===== config.mk =====
export PLATFORM = sky130hd
export DESIGN_NAME = coef_quantize_run_tokenizer_core
export DESIGN_NICKNAME = d
export VERILOG_FILES = /design/src/rtl/cqrt_pkg.sv /design/src/rtl/coef_quantize_run_tokenizer_core.sv /design/src/rtl/cqrt_div.sv /design/src/rtl/cqrt_ctrl.sv /design/src/rtl/cqrt_dp.sv
export SDC_FILE = /design/constraint.sdc
export NUM_CORES = 2
export LEC_CHECK = 0
export ABC_AREA = 1
export BUFFER_PORTS_ARGS = -buffer_cell sky130_fd_sc_hd__buf_2
export CAP_MARGIN = 25
export CORE_ASPECT_RATIO = 0.7
export CORE_MARGIN = 1.5
export CORE_UTILIZATION = 50
export DETAILED_ROUTE_END_ITERATION = 6
export PLACE_DENSITY = 0.66
export RECOVER_POWER = 100
export SLEW_MARGIN = 20
export SYNTH_ARGS = -nofsm -noshare
export SYNTH_HDL_FRONTEND = slang
export SYNTH_HIERARCHICAL = 1
export SYNTH_SLANG_ARGS = --single-unit

===== constraint.sdc =====
create_clock -name clk_i -period 8.7 [get_ports clk_i]
set_input_delay 0.435 -clock clk_i [delete_from_list [all_inputs] [get_ports clk_i]]
set_output_delay 0.435 -clock clk_i [all_outputs]
set_load 0.005 [all_outputs]

===== src/rtl/cqrt_pkg.sv =====
`default_nettype none
package cqrt_pkg;

  localparam int unsigned STEP_W = 16;
  localparam int unsigned DIVISOR_W = 17;
  localparam int unsigned BIAS_W = 20;
  localparam int unsigned FAC_W = 8;
  localparam int unsigned PROD_W = 24;
  localparam int unsigned CFG_IDX_W = 3;
  localparam logic [FAC_W-1:0] FAC_EDGE_LIMIT = 8'd160;

  // floor(t / 3) == (t * RECIP3) >> 17 for every 16-bit t
  localparam logic [STEP_W-1:0] RECIP3 = 16'hAAAB;
  // floor(2 * t / 5) == (t * RECIP25) >> 19 for every 16-bit t
  localparam logic [STEP_W+1:0] RECIP25 = 18'd209716;

  localparam logic [CFG_IDX_W-1:0] CFG_FRAME_IS_P = 3'd0;
  localparam logic [CFG_IDX_W-1:0] CFG_IS_CHROMA = 3'd1;
  localparam logic [CFG_IDX_W-1:0] CFG_LOSSLESS = 3'd2;
  localparam logic [CFG_IDX_W-1:0] CFG_PSY_INTRA = 3'd3;
  localparam logic [CFG_IDX_W-1:0] CFG_PSY_PRED = 3'd4;

  typedef enum logic [5:0] {
    S_IDLE = 6'b00_0001,
    S_TSET = 6'b00_0010,
    S_PROD = 6'b00_0100,
    S_QDIV = 6'b00_1000,
    S_REC  = 6'b01_0000,
    S_OUT  = 6'b10_0000
  } state_e;

  typedef struct packed {
    logic load;
    logic tset;
    logic prod;
    logic q_start;
    logic rec;
    logic out;
  } cmd_t;

  typedef struct packed {
    logic lossless;
    logic div_busy;
    logic out_free;
  } status_t;

endpackage
`default_nettype wire


===== src/rtl/coef_quantize_run_tokenizer_core.sv =====
// Coefficient quantizer and zero-run tokenizer.
// Input channel: in_valid_i / in_stall_o with one wavelet coefficient and its
// side fields per transaction. Output channel: out_valid_o / out_stall_i with
// level, saturated reconstruction, token flag, zero run, token total and
// plane end. One result per input transaction.
// Configuration: cfg_we_i writes cfg_data_i to register cfg_idx_i (0 frame_is_p,
// 1 is_chroma, 2 lossless, 3 psy_intra_masking, 4 psy_pred_masking); write
// only while no transaction is in flight.
// Lossless items go from acceptance straight to the output state.
// Otherwise the step adjustment uses shifts and reciprocal multiplies, and one
// restoring divider, one quotient bit per cycle, runs for the quantizer on
// W-bit dividends, W = max(COEF_BITS,20)+2.
// One item is in work at a time. The next item is accepted the cycle after
// its predecessor lands in the output register. A stalled result holds;
// the block then finishes the next item and waits for the output register
// to free up.
// Reset clears the configuration, the run and token counters and marks the
// start of a plane, so the first coefficient is coded as zero.
`default_nettype none
module coef_quantize_run_tokenizer_core #(
  parameter int unsigned COEF_BITS = 16,
  parameter int unsigned RUN_FIELD_BITS = 20,
  parameter int unsigned COUNT_BITS = 24
) (
  input  wire logic                          clk_i,
  input  wire logic                          rst_ni,
  input  wire logic                          cfg_we_i,
  input  wire logic [cqrt_pkg::CFG_IDX_W-1:0] cfg_idx_i,
  input  wire logic                          cfg_data_i,
  input  wire logic                          in_valid_i,
  output logic                               in_stall_o,
  input  wire logic signed [COEF_BITS-1:0]   coef_i,
  input  wire logic [15:0]                   quant_step_i,
  input  wire logic [1:0]                    band_i,
  input  wire logic [1:0]                    level_i,
  input  wire logic                          stable_flag_i,
  input  wire logic                          maintain_flag_i,
  input  wire logic                          ringing_flag_i,
  input  wire logic                          simple_complex_flag_i,
  input  wire logic signed [COEF_BITS-1:0]   parent_coef_i,
  input  wire logic [7:0]                    mask_factor_i,
  input  wire logic                          last_coef_i,
  output logic                               out_valid_o,
  input  wire logic                          out_stall_i,
  output logic signed [COEF_BITS-1:0]        quant_level_o,
  output logic signed [COEF_BITS-1:0]        recon_value_o,
  output logic                               token_valid_o,
  output logic [RUN_FIELD_BITS-1:0]          zero_run_o,
  output logic [COUNT_BITS-1:0]              token_total_o,
  output logic                               plane_end_o
);

  cqrt_pkg::cmd_t cmd;
  cqrt_pkg::status_t status;

  cqrt_ctrl u_ctrl (
    .clk_i     (clk_i),
    .rst_ni    (rst_ni),
    .in_valid_i(in_valid_i),
    .in_stall_o(in_stall_o),
    .status_i  (status),
    .cmd_o     (cmd)
  );

  cqrt_dp #(
    .COEF_BITS     (COEF_BITS),
    .RUN_FIELD_BITS(RUN_FIELD_BITS),
    .COUNT_BITS    (COUNT_BITS)
  ) u_dp (
    .clk_i                (clk_i),
    .rst_ni               (rst_ni),
    .cfg_we_i             (cfg_we_i),
    .cfg_idx_i            (cfg_idx_i),
    .cfg_data_i           (cfg_data_i),
    .coef_i               (coef_i),
    .quant_step_i         (quant_step_i),
    .band_i               (band_i),
    .level_i              (level_i),
    .stable_flag_i        (stable_flag_i),
    .maintain_flag_i      (maintain_flag_i),
    .ringing_flag_i       (ringing_flag_i),
    .simple_complex_flag_i(simple_complex_flag_i),
    .parent_coef_i        (parent_coef_i),
    .mask_factor_i        (mask_factor_i),
    .last_coef_i          (last_coef_i),
    .out_stall_i          (out_stall_i),
    .out_valid_o          (out_valid_o),
    .quant_level_o        (quant_level_o),
    .recon_value_o        (recon_value_o),
    .token_valid_o        (token_valid_o),
    .zero_run_o           (zero_run_o),
    .token_total_o        (token_total_o),
    .plane_end_o          (plane_end_o),
    .cmd_i                (cmd),
    .status_o             (status)
  );

endmodule
`default_nettype wire


===== src/rtl/cqrt_div.sv =====
`default_nettype none
module cqrt_div #(
  parameter int unsigned NUM_W = 22,
  parameter int unsigned DEN_W = 17
) (
  input  wire logic             clk_i,
  input  wire logic             rst_ni,
  input  wire logic             start_i,
  input  wire logic [NUM_W-1:0] dividend_i,
  input  wire logic [DEN_W-1:0] divisor_i,
  output logic                  busy_o,
  output logic [NUM_W-1:0]      quotient_o
);

  localparam int unsigned CNT_W = $clog2(NUM_W + 1);

  logic [CNT_W-1:0] cnt_q, cnt_d;
  logic [NUM_W-1:0] quo_q, quo_d;
  logic [DEN_W-1:0] rem_q, rem_d, den_q, den_d;
  logic [DEN_W:0]   trial;

  assign trial = {rem_q, quo_q[NUM_W-1]} - {1'b0, den_q};

  always_comb begin
    cnt_d = cnt_q;
    quo_d = quo_q;
    rem_d = rem_q;
    den_d = den_q;
    if (start_i) begin
      cnt_d = CNT_W'(NUM_W);
      quo_d = dividend_i;
      rem_d = '0;
      den_d = divisor_i;
    end else if (cnt_q != '0) begin
      cnt_d = cnt_q - 1'b1;
      // restoring step: keep the trial remainder when it did not go negative
      if (!trial[DEN_W]) begin
        rem_d = trial[DEN_W-1:0];
        quo_d = {quo_q[NUM_W-2:0], 1'b1};
      end else begin
        rem_d = {rem_q[DEN_W-2:0], quo_q[NUM_W-1]};
        quo_d = {quo_q[NUM_W-2:0], 1'b0};
      end
    end
  end

  always_ff @(posedge clk_i or negedge rst_ni) begin
    if (!rst_ni) begin
      cnt_q <= '0;
    end else begin
      cnt_q <= cnt_d;
    end
  end

  always_ff @(posedge clk_i) begin
    quo_q <= quo_d;
    rem_q <= rem_d;
    den_q <= den_d;
  end

  assign busy_o = (cnt_q != '0);
  assign quotient_o = quo_q;

endmodule
`default_nettype wire


===== src/rtl/cqrt_ctrl.sv =====
`default_nettype none
module cqrt_ctrl (
  input  wire logic             clk_i,
  input  wire logic             rst_ni,
  input  wire logic             in_valid_i,
  output logic                  in_stall_o,
  input  wire cqrt_pkg::status_t status_i,
  output cqrt_pkg::cmd_t        cmd_o
);

  cqrt_pkg::state_e state_q, state_d;

  assign in_stall_o = (state_q != cqrt_pkg::S_IDLE);

  always_comb begin
    state_d = state_q;
    cmd_o = '0;
    case (state_q)
      cqrt_pkg::S_IDLE: begin
        if (in_valid_i) begin
          cmd_o.load = 1'b1;
          state_d = status_i.lossless ? cqrt_pkg::S_OUT : cqrt_pkg::S_TSET;
        end
      end
      cqrt_pkg::S_TSET: begin
        cmd_o.tset = 1'b1;
        state_d = cqrt_pkg::S_PROD;
      end
      cqrt_pkg::S_PROD: begin
        cmd_o.prod = 1'b1;
        state_d = cqrt_pkg::S_QDIV;
      end
      cqrt_pkg::S_QDIV: begin
        // launches the quantizer division once the divider is idle
        if (!status_i.div_busy) begin
          cmd_o.q_start = 1'b1;
          state_d = cqrt_pkg::S_REC;
        end
      end
      cqrt_pkg::S_REC: begin
        if (!status_i.div_busy) begin
          cmd_o.rec = 1'b1;
          state_d = cqrt_pkg::S_OUT;
        end
      end
      cqrt_pkg::S_OUT: begin
        if (status_i.out_free) begin
          cmd_o.out = 1'b1;
          state_d = cqrt_pkg::S_IDLE;
        end
      end
      default: state_d = cqrt_pkg::S_IDLE;
    endcase
  end

  always_ff @(posedge clk_i or negedge rst_ni) begin
    if (!rst_ni) begin
      state_q <= cqrt_pkg::S_IDLE;
    end else begin
      state_q <= state_d;
    end
  end

endmodule
`default_nettype wire


===== src/rtl/cqrt_dp.sv =====
`default_nettype none
module cqrt_dp #(
  parameter int unsigned COEF_BITS = 16,
  parameter int unsigned RUN_FIELD_BITS = 20,
  parameter int unsigned COUNT_BITS = 24
) (
  input  wire logic                          clk_i,
  input  wire logic                          rst_ni,
  input  wire logic                          cfg_we_i,
  input  wire logic [cqrt_pkg::CFG_IDX_W-1:0] cfg_idx_i,
  input  wire logic                          cfg_data_i,
  input  wire logic signed [COEF_BITS-1:0]   coef_i,
  input  wire logic [15:0]                   quant_step_i,
  input  wire logic [1:0]                    band_i,
  input  wire logic [1:0]                    level_i,
  input  wire logic                          stable_flag_i,
  input  wire logic                          maintain_flag_i,
  input  wire logic                          ringing_flag_i,
  input  wire logic                          simple_complex_flag_i,
  input  wire logic signed [COEF_BITS-1:0]   parent_coef_i,
  input  wire logic [7:0]                    mask_factor_i,
  input  wire logic                          last_coef_i,
  input  wire logic                          out_stall_i,
  output logic                               out_valid_o,
  output logic signed [COEF_BITS-1:0]        quant_level_o,
  output logic signed [COEF_BITS-1:0]        recon_value_o,
  output logic                               token_valid_o,
  output logic [RUN_FIELD_BITS-1:0]          zero_run_o,
  output logic [COUNT_BITS-1:0]              token_total_o,
  output logic                               plane_end_o,
  input  wire cqrt_pkg::cmd_t                cmd_i,
  output cqrt_pkg::status_t                  status_o
);

  localparam int unsigned BW = cqrt_pkg::BIAS_W;
  localparam int unsigned NW = ((COEF_BITS > BW) ? COEF_BITS : BW) + 2;
  localparam int unsigned SW = cqrt_pkg::STEP_W;
  localparam int unsigned RW = COEF_BITS + SW + 1;
  localparam int unsigned M3W = 2 * SW;
  localparam int unsigned M25W = 2 * SW + 2;
  localparam logic [NW-1:0] LIM_N = NW'(1) << (COEF_BITS - 1);
  localparam logic [RW-1:0] LIM_R = RW'(1) << (COEF_BITS - 1);
  localparam logic signed [COEF_BITS-1:0] POS_MAX = COEF_BITS'((1 << (COEF_BITS - 1)) - 1);
  localparam logic signed [COEF_BITS-1:0] NEG_MIN = COEF_BITS'(1) << (COEF_BITS - 1);

  // configuration
  logic frame_p_q, chroma_q, lossless_q, psy_intra_q, psy_pred_q;

  always_ff @(posedge clk_i or negedge rst_ni) begin
    if (!rst_ni) begin
      frame_p_q <= 1'b0;
      chroma_q <= 1'b0;
      lossless_q <= 1'b0;
      psy_intra_q <= 1'b0;
      psy_pred_q <= 1'b0;
    end else if (cfg_we_i) begin
      case (cfg_idx_i)
        cqrt_pkg::CFG_FRAME_IS_P: frame_p_q <= cfg_data_i;
        cqrt_pkg::CFG_IS_CHROMA:  chroma_q <= cfg_data_i;
        cqrt_pkg::CFG_LOSSLESS:   lossless_q <= cfg_data_i;
        cqrt_pkg::CFG_PSY_INTRA:  psy_intra_q <= cfg_data_i;
        cqrt_pkg::CFG_PSY_PRED:   psy_pred_q <= cfg_data_i;
        default: ;
      endcase
    end
  end

  // captured transaction
  logic signed [COEF_BITS-1:0] v_q, parc_q;
  logic [SW-1:0] step_q;
  logic [1:0] band_q, lvl_q;
  logic st_q, mt_q, rg_q, sc_q, last_q;
  logic [7:0] fac_q;
  logic start_q;

  always_ff @(posedge clk_i) begin
    if (cmd_i.load) begin
      v_q <= start_q ? '0 : coef_i;
      parc_q <= parent_coef_i;
      step_q <= quant_step_i;
      band_q <= band_i;
      lvl_q <= level_i;
      st_q <= stable_flag_i;
      mt_q <= maintain_flag_i;
      rg_q <= ringing_flag_i;
      sc_q <= simple_complex_flag_i;
      fac_q <= mask_factor_i;
      last_q <= last_coef_i;
    end
  end

  // intra step adjustment: shifts and reciprocal multiplies by small constants
  logic parc_nz;
  logic [1:0] sel;
  logic [M3W-1:0] mul3;
  logic [M25W-1:0] mul25;
  logic [SW-1:0] div3, div6, two5, t_raw;

  assign parc_nz = (parc_q != '0);
  assign sel = {mt_q, st_q};
  assign mul3 = M3W'(step_q) * M3W'(cqrt_pkg::RECIP3);
  assign mul25 = M25W'(step_q) * M25W'(cqrt_pkg::RECIP25);
  assign div3 = {1'b0, mul3[M3W-1:17]};
  assign div6 = {2'b0, mul3[M3W-1:18]};
  assign two5 = {1'b0, mul25[M25W-1:19]};

  always_comb begin
    t_raw = step_q;
    if (band_q != 2'd0 && !frame_p_q && lvl_q != 2'd0) begin
      if (sel == 2'b10) begin
        if (rg_q) t_raw = step_q >> 2;
        else if (!parc_nz) t_raw = step_q >> 1;
      end else if (lvl_q == 2'd2) begin
        if (sel == 2'b01) t_raw = parc_nz ? (step_q >> 2) : div3;
        else if (sel == 2'b11) t_raw = parc_nz ? div6 : (step_q >> 3);
      end else begin
        if (sel == 2'b01) t_raw = parc_nz ? div3 : two5;
        else if (sel == 2'b11) t_raw = parc_nz ? (step_q >> 2) : div6;
      end
    end
  end

  // quantizer divider
  logic div_start, div_busy;
  logic [NW-1:0] div_num, quo;
  logic [cqrt_pkg::DIVISOR_W-1:0] div_den;
  logic [NW-1:0] n_abs;
  logic [SW-1:0] t_q;

  assign div_start = cmd_i.q_start;
  assign div_num = n_abs;
  assign div_den = {t_q, 1'b0};

  cqrt_div #(
    .NUM_W(NW),
    .DEN_W(cqrt_pkg::DIVISOR_W)
  ) u_div (
    .clk_i     (clk_i),
    .rst_ni    (rst_ni),
    .start_i   (div_start),
    .dividend_i(div_num),
    .divisor_i (div_den),
    .busy_o    (div_busy),
    .quotient_o(quo)
  );

  // adjusted step, floored at one
  always_ff @(posedge clk_i) begin
    if (cmd_i.tset) t_q <= (t_raw == '0) ? SW'(1) : t_raw;
  end

  // masking product
  logic v_pos, v_neg, p_pos, p_neg, edge_m, fac_drop;
  logic [cqrt_pkg::PROD_W-1:0] prod_q;

  assign v_pos = (v_q > 0);
  assign v_neg = v_q[COEF_BITS-1];
  assign p_pos = (parc_q > 0);
  assign p_neg = parc_q[COEF_BITS-1];
  assign edge_m = (v_pos == p_pos) && (v_neg == p_neg);
  assign fac_drop = !frame_p_q && !rg_q && edge_m && (fac_q >= cqrt_pkg::FAC_EDGE_LIMIT);

  always_ff @(posedge clk_i) begin
    if (cmd_i.prod) prod_q <= t_q * (fac_drop ? 8'd0 : fac_q);
  end

  // bias by quantizer mode
  logic signed [BW-1:0] te, sh2, sh3, pr8, bias;
  assign te = BW'(t_q);
  assign sh2 = te >>> 2;
  assign sh3 = te >>> 3;
  assign pr8 = BW'(prod_q >> 8);

  always_comb begin
    bias = '0;
    if (band_q == 2'd0 || chroma_q) begin
      if (frame_p_q) bias = '0;
      else if (chroma_q) bias = BW'((te * 3 + 2) >>> 2);
      else if (band_q == 2'd0) bias = te;
      else bias = BW'((te * 3 + 4) >>> 3);
    end else if (frame_p_q) begin
      if (psy_pred_q) bias = sc_q ? (-sh2 - pr8) : (sh2 - pr8);
      else bias = '0;
    end else if (psy_intra_q) begin
      if (rg_q || edge_m || parc_nz) bias = pr8 + sh2;
      else bias = pr8 + sh3;
    end else begin
      bias = BW'((te * 3 + 4) >>> 3);
    end
  end

  logic signed [NW-1:0] v_abs, n_sum;
  logic qneg_q;
  assign v_abs = v_neg ? -NW'(v_q) : NW'(v_q);
  assign n_sum = v_abs + NW'(bias);
  assign n_abs = n_sum[NW-1] ? -n_sum : n_sum;

  always_ff @(posedge clk_i) begin
    if (cmd_i.q_start) qneg_q <= v_neg ^ n_sum[NW-1];
  end

  // reconstruction product on clipped magnitude
  logic [COEF_BITS-1:0] m_clip;
  logic [COEF_BITS:0] k;
  logic [RW-1:0] rprod_q;
  assign m_clip = (quo >= LIM_N) ? LIM_N[COEF_BITS-1:0] : quo[COEF_BITS-1:0];
  assign k = {m_clip, frame_p_q};

  always_ff @(posedge clk_i) begin
    if (cmd_i.rec) rprod_q <= RW'(k) * RW'(t_q);
  end

  // result
  logic signed [COEF_BITS-1:0] lv, rec;
  logic tok;

  always_comb begin
    if (lossless_q) begin
      lv = v_q;
      rec = v_q;
    end else if (quo == '0) begin
      lv = '0;
      rec = '0;
    end else if (!qneg_q) begin
      lv = (quo > LIM_N - 1'b1) ? POS_MAX : quo[COEF_BITS-1:0];
      rec = (rprod_q > LIM_R - 1'b1) ? POS_MAX : rprod_q[COEF_BITS-1:0];
    end else begin
      lv = (quo >= LIM_N) ? NEG_MIN : -quo[COEF_BITS-1:0];
      rec = (rprod_q >= LIM_R) ? NEG_MIN : -rprod_q[COEF_BITS-1:0];
    end
  end
  assign tok = (lv != '0);

  logic [RUN_FIELD_BITS-1:0] zc_q;
  logic [COUNT_BITS-1:0] tc_q, tc_next;
  logic out_valid_q;

  assign tc_next = (tok && tc_q != '1) ? tc_q + 1'b1 : tc_q;

  always_ff @(posedge clk_i or negedge rst_ni) begin
    if (!rst_ni) begin
      zc_q <= '0;
      tc_q <= '0;
      start_q <= 1'b1;
      out_valid_q <= 1'b0;
    end else begin
      if (cmd_i.out) begin
        out_valid_q <= 1'b1;
        if (last_q) begin
          zc_q <= '0;
          tc_q <= '0;
          start_q <= 1'b1;
        end else begin
          start_q <= 1'b0;
          tc_q <= tc_next;
          if (tok) zc_q <= '0;
          else if (zc_q != '1) zc_q <= zc_q + 1'b1;
        end
      end else if (!out_stall_i) begin
        out_valid_q <= 1'b0;
      end
    end
  end

  always_ff @(posedge clk_i) begin
    if (cmd_i.out) begin
      quant_level_o <= lv;
      recon_value_o <= rec;
      token_valid_o <= tok;
      zero_run_o <= tok ? zc_q : '0;
      token_total_o <= tc_next;
      plane_end_o <= last_q;
    end
  end

  assign out_valid_o = out_valid_q;
  assign status_o.lossless = lossless_q;
  assign status_o.div_busy = div_busy;
  assign status_o.out_free = !out_valid_q || !out_stall_i;

  a_run_only_with_token: assert property (@(posedge clk_i) disable iff (!rst_ni)
    out_valid_o && !token_valid_o |-> zero_run_o == '0)
    else $error("zero run reported without a token");
  a_token_nonzero: assert property (@(posedge clk_i) disable iff (!rst_ni)
    out_valid_o && token_valid_o |-> quant_level_o != '0)
    else $error("token with zero level");
  a_div_start_idle: assert property (@(posedge clk_i) disable iff (!rst_ni)
    div_start |-> !div_busy)
    else $error("divider restarted while busy");
  a_out_no_overwrite: assert property (@(posedge clk_i) disable iff (!rst_ni)
    cmd_i.out |-> !out_valid_q || !out_stall_i)
    else $error("pending result overwritten");

endmodule
`default_nettype wire

==> flow_metrics.py <==
metrics = {
    "logic_synthesis": {
        "synth-main-ff-cell": "edfxtp_1",
        "yosysWarnings": 6,
        "syn_avg_cell_area_um2": 7.456,
        "ys_seq_elements": 327,
        "synth_edf_count": 248,
        "ys_seq_area_frac": 0.1949,
        "syn-instance-count": 6428,
        "syn_area_um2": 47930,
        "async_flop_share": 0.1896,
        "yosysUniqueCellTypes": 71,
    },
    "floorplan": {
        "die_w_um": 373.1,
        "die-height_um": 262.0,
        "start_util": 0.5075,
        "die_area_um2": 97750,
        "floorplan.rows": 94,
        "ioPinCount": 154,
        "core-area_um2": 94440,
    },
    "clocking": {
        "clk_pin_slew_worst_paths_ns": 0.06,
        "htree_levels": 2,
        "cts_resized": 0,
        "hold_buffers": 36,
        "clk_latency_ns": 0.63,
        "clockBufferDepth": 3,
        "cts_inserted_buffers": 38,
        "post-cts-setup-buffers": 0,
        "cts_tree": "yes",
        "cts.sinks": 327,
        "clockRootBuffer": "clkbuf_16",
    },
    "worst_setup_path": {
        "r2r_slack_ns": 0.87,
        "crit_path_end_kind": "flip-flop",
        "ff2ff_path_depth": 32,
        "cp_num_buf_inv": 9,
        "crit_family": "adder cells",
        "criticalPathCategory": "reg -> reg",
        "timing.rr.start": "u_dp/u_div/quotient_o[21]$_DFFE_PP_",
        "cp.arrival_ns": 8.19,
        "startpoint": "u_dp/u_div/quotient_o[21]$_DFFE_PP_",
        "cp_slowest_cell": "fa_1",
        "start_kind": "flip-flop",
        "max_stage_delay_ns": 0.60,
        "critPathCapture": "u_dp/rprod_q[32]$_DFFE_PP_",
        "critical_path_depth": 32,
        "required_ns": 9.06,
        "path_max_fanout": 18,
        "r2r_end": "u_dp/rprod_q[32]$_DFFE_PP_",
    },
    "finish": {
        "multiInputGateArea_um2": 32660,
        "layout-drive-gt1-share": 0.04346,
        "fin_util": 0.5442,
        "syn_to_final_growth_pct": 7.236,
        "final_cell_mix": "1597 x nand2_1, 1347 x inv_1, 532 x nor2_1",
        "final_cell_count_no_fill": 7853,
        "fillers": 9143,
        "layout_commonest_cell": "nand2_1",
        "seq_area_um2": 9341,
        "nNetsFinal": 7635,
    },
    "global_route": {
        "grt_max_degree": 67,
        "grt_first_pass_wirelength_mm": 233.7,
        "antenna_found_initial": 3,
        "grtUsageTotal": 0.3066,
        "overflow": 0,
        "grt_pass1_vias": 40263,
    },
    "route": {
        "first_pass_iters": 7,
        "ant_nets": 0,
        "drt_iter0_drc": 4583,
        "drc": 0,
        "vias": 42688,
        "wirelength_mm": 149.9,
        "viasPerCell": 5.436,
        "wl_per_cell_um": 19.09,
    },
    "sta": {
        "clock.fmax_mhz": 127.7,
        "fin_crit_sh": 0.9003,
        "min_period_ns": 7.833,
        "slew_headroom": -1.644,
        "rsz0062_at_grt": "no",
        "drv_slew": 638,
        "whs_ns": 0.02698,
        "hold_viol": 0,
        "finalSetupViolCount": 0,
        "worst_slew_pin_slew_ns": 3.966,
        "final.setup_skew_ns": 0.06853,
        "setup_tns_ns": 0,
    },
    "place": {
        "hpwl_mm": 120.8,
        "dp_cells": 7743,
        "placement.io_buffers": 153,
        "gp_congestion": 1.012,
    },
    "hold_path": {
        "hold_path_class": "in -> reg",
        "whs_path_depth": 1,
    },
    "job": {
        "drv_cap": 20,
    },
    "status": {
        "status": "finished with violations",
        "violations": "max-capacitance violations, max-slew violations",
    },
}
[kinds of logic after synthesis]
| family | count (synthesis) | synth area share |
|---|---|---|
| compound gates | 588 | 0.06803 |
| xor+xnor | 174 | 0.03195 |
| fa+ha+maj | 987 | 0.3297 |
| buf+inv | 1521 | 0.1217 |
| flops | 327 | 0.1949 |
| mux | 2 | 0.0004177 |
| other cells | 1 | 0.00007824 |
| simple gates | 2828 | 0.2532 |
[worst reg2reg max path, delay by kind of cell, from the launching register on]
family                     cells  cell delay, ns
adders and majority gates      7            3.44
and+or+nand+nor               10            1.24
buffers and inverters          9            1.23
AOI/OAI and AO/OA              5            1.14
DFF                            1            0.42
xor gates and xnor gates       1            0.14
[flip-flops by register name, summed over array words and instances, names as in the netlist, 2 cells and up]
signal,cells
u_dp/rprod_q,33
u_dp/tc_q,24
u_dp/token_total_o,24
u_dp/u_div/quotient_o,22
u_dp/zc_q,20
u_dp/zero_run_o,20
u_dp/u_div/den_q,17
u_dp/u_div/rem_q,17
u_dp/parc_q,16
u_dp/prod_q,16
u_dp/quant_level_o,16
u_dp/recon_value_o,16
u_dp/step_q,16
u_dp/t_q,16
u_dp/v_q,16
u_dp/fac_q,8
u_ctrl/state_q,6
u_dp/u_div/cnt_q,5
u_dp/band_q,2
u_dp/lvl_q,2
[metal layers]
metal  wire length, µm  GRT usage  up-vias
li1                  -          -    20413
met1             71560     0.4830    20153
met2             57580     0.4174     1987
met3             18910    0.08619      133
met4              1847    0.04315        2
met5                20          0        -
[stage by stage]
step	setup WS [ns]	area (µm²)
after global placement	1.129	50050
after global routing	0.3587	51390
final	0.8672	51400
after detailed placement	1.039	50110
after floorplan	1.940	47950
after CTS	1.058	51700
[synthesized netlist by cell type (all sizes together) (3+ instances only)]
| library cell | count | area [µm²] |
|---|---|---|
| and3 | 5 | 31.28 |
| nor4 | 17 | 106.4 |
| a32oi | 5 | 43.79 |
| o32ai | 4 | 35.03 |
| dfxtp | 17 | 340.3 |
| clkinv | 9 | 33.78 |
| nand4 | 62 | 387.9 |
| a31oi | 20 | 125.1 |
| nand3b | 21 | 161.4 |
| xnor2 | 34 | 297.8 |
| edfxtp | 248 | 7447 |
| dfrtp | 60 | 1501 |
| o21bai | 17 | 127.6 |
| a21boi | 3 | 22.52 |
| o211ai | 13 | 97.59 |
| o22ai | 12 | 75.07 |
| and2 | 8 | 50.05 |
| clkbuf | 114 | 427.9 |
| or2 | 14 | 87.59 |
| a21oi | 257 | 1286 |
| nand2 | 1608 | 6098 |
| buf | 39 | 267.8 |
| nor3 | 111 | 633.1 |
| xor2 | 140 | 1234 |
| o21a | 10 | 75.07 |
| nor2 | 546 | 2133 |
| inv | 1359 | 5101 |
| a21o | 6 | 45.04 |
| o21ai | 212 | 1080 |
| o221ai | 5 | 43.79 |
| nand3 | 432 | 2417 |
| ha | 527 | 6594 |
| o31ai | 6 | 45.04 |
| fa | 460 | 9209 |
| o2111ai | 5 | 43.79 |
[worst min-delay path by stage]
stage                                         end                         start
finish                   u_dp/band_q[1]$_DFFE_PP_                     band_i[1]
global route                  u_dp/st_q$_DFFE_PP_                 stable_flag_i
CTS                      u_dp/step_q[1]$_DFFE_PP_               quant_step_i[1]
detailed placement      u_dp/zc_q[19]$_DFFE_PN0P_     u_dp/zc_q[19]$_DFFE_PN0P_
global placement     u_dp/out_valid_o$_DFFE_PN0P_  u_dp/out_valid_o$_DFFE_PN0P_
floorplan           u_ctrl/state_q[1]$_DFFE_PN0P_                        rst_ni
[layout make-up]
cell class | instances | area share
Sequential cell | 327 | 0.1818
Clock buffer | 48 | 0.01943
Multi-Input combinational cell | 4585 | 0.6355
Antenna cell | 1 | 0.00004869
Clock inverter | 22 | 0.004552
Tap cell | 1248 | 0.03038
Timing Repair Buffer | 254 | 0.02843
Inverter | 1368 | 0.09991
Power is left out: the tool's default activity adds up to more than one toggle a clock period on the data nets, which glitch-free logic cannot reach.
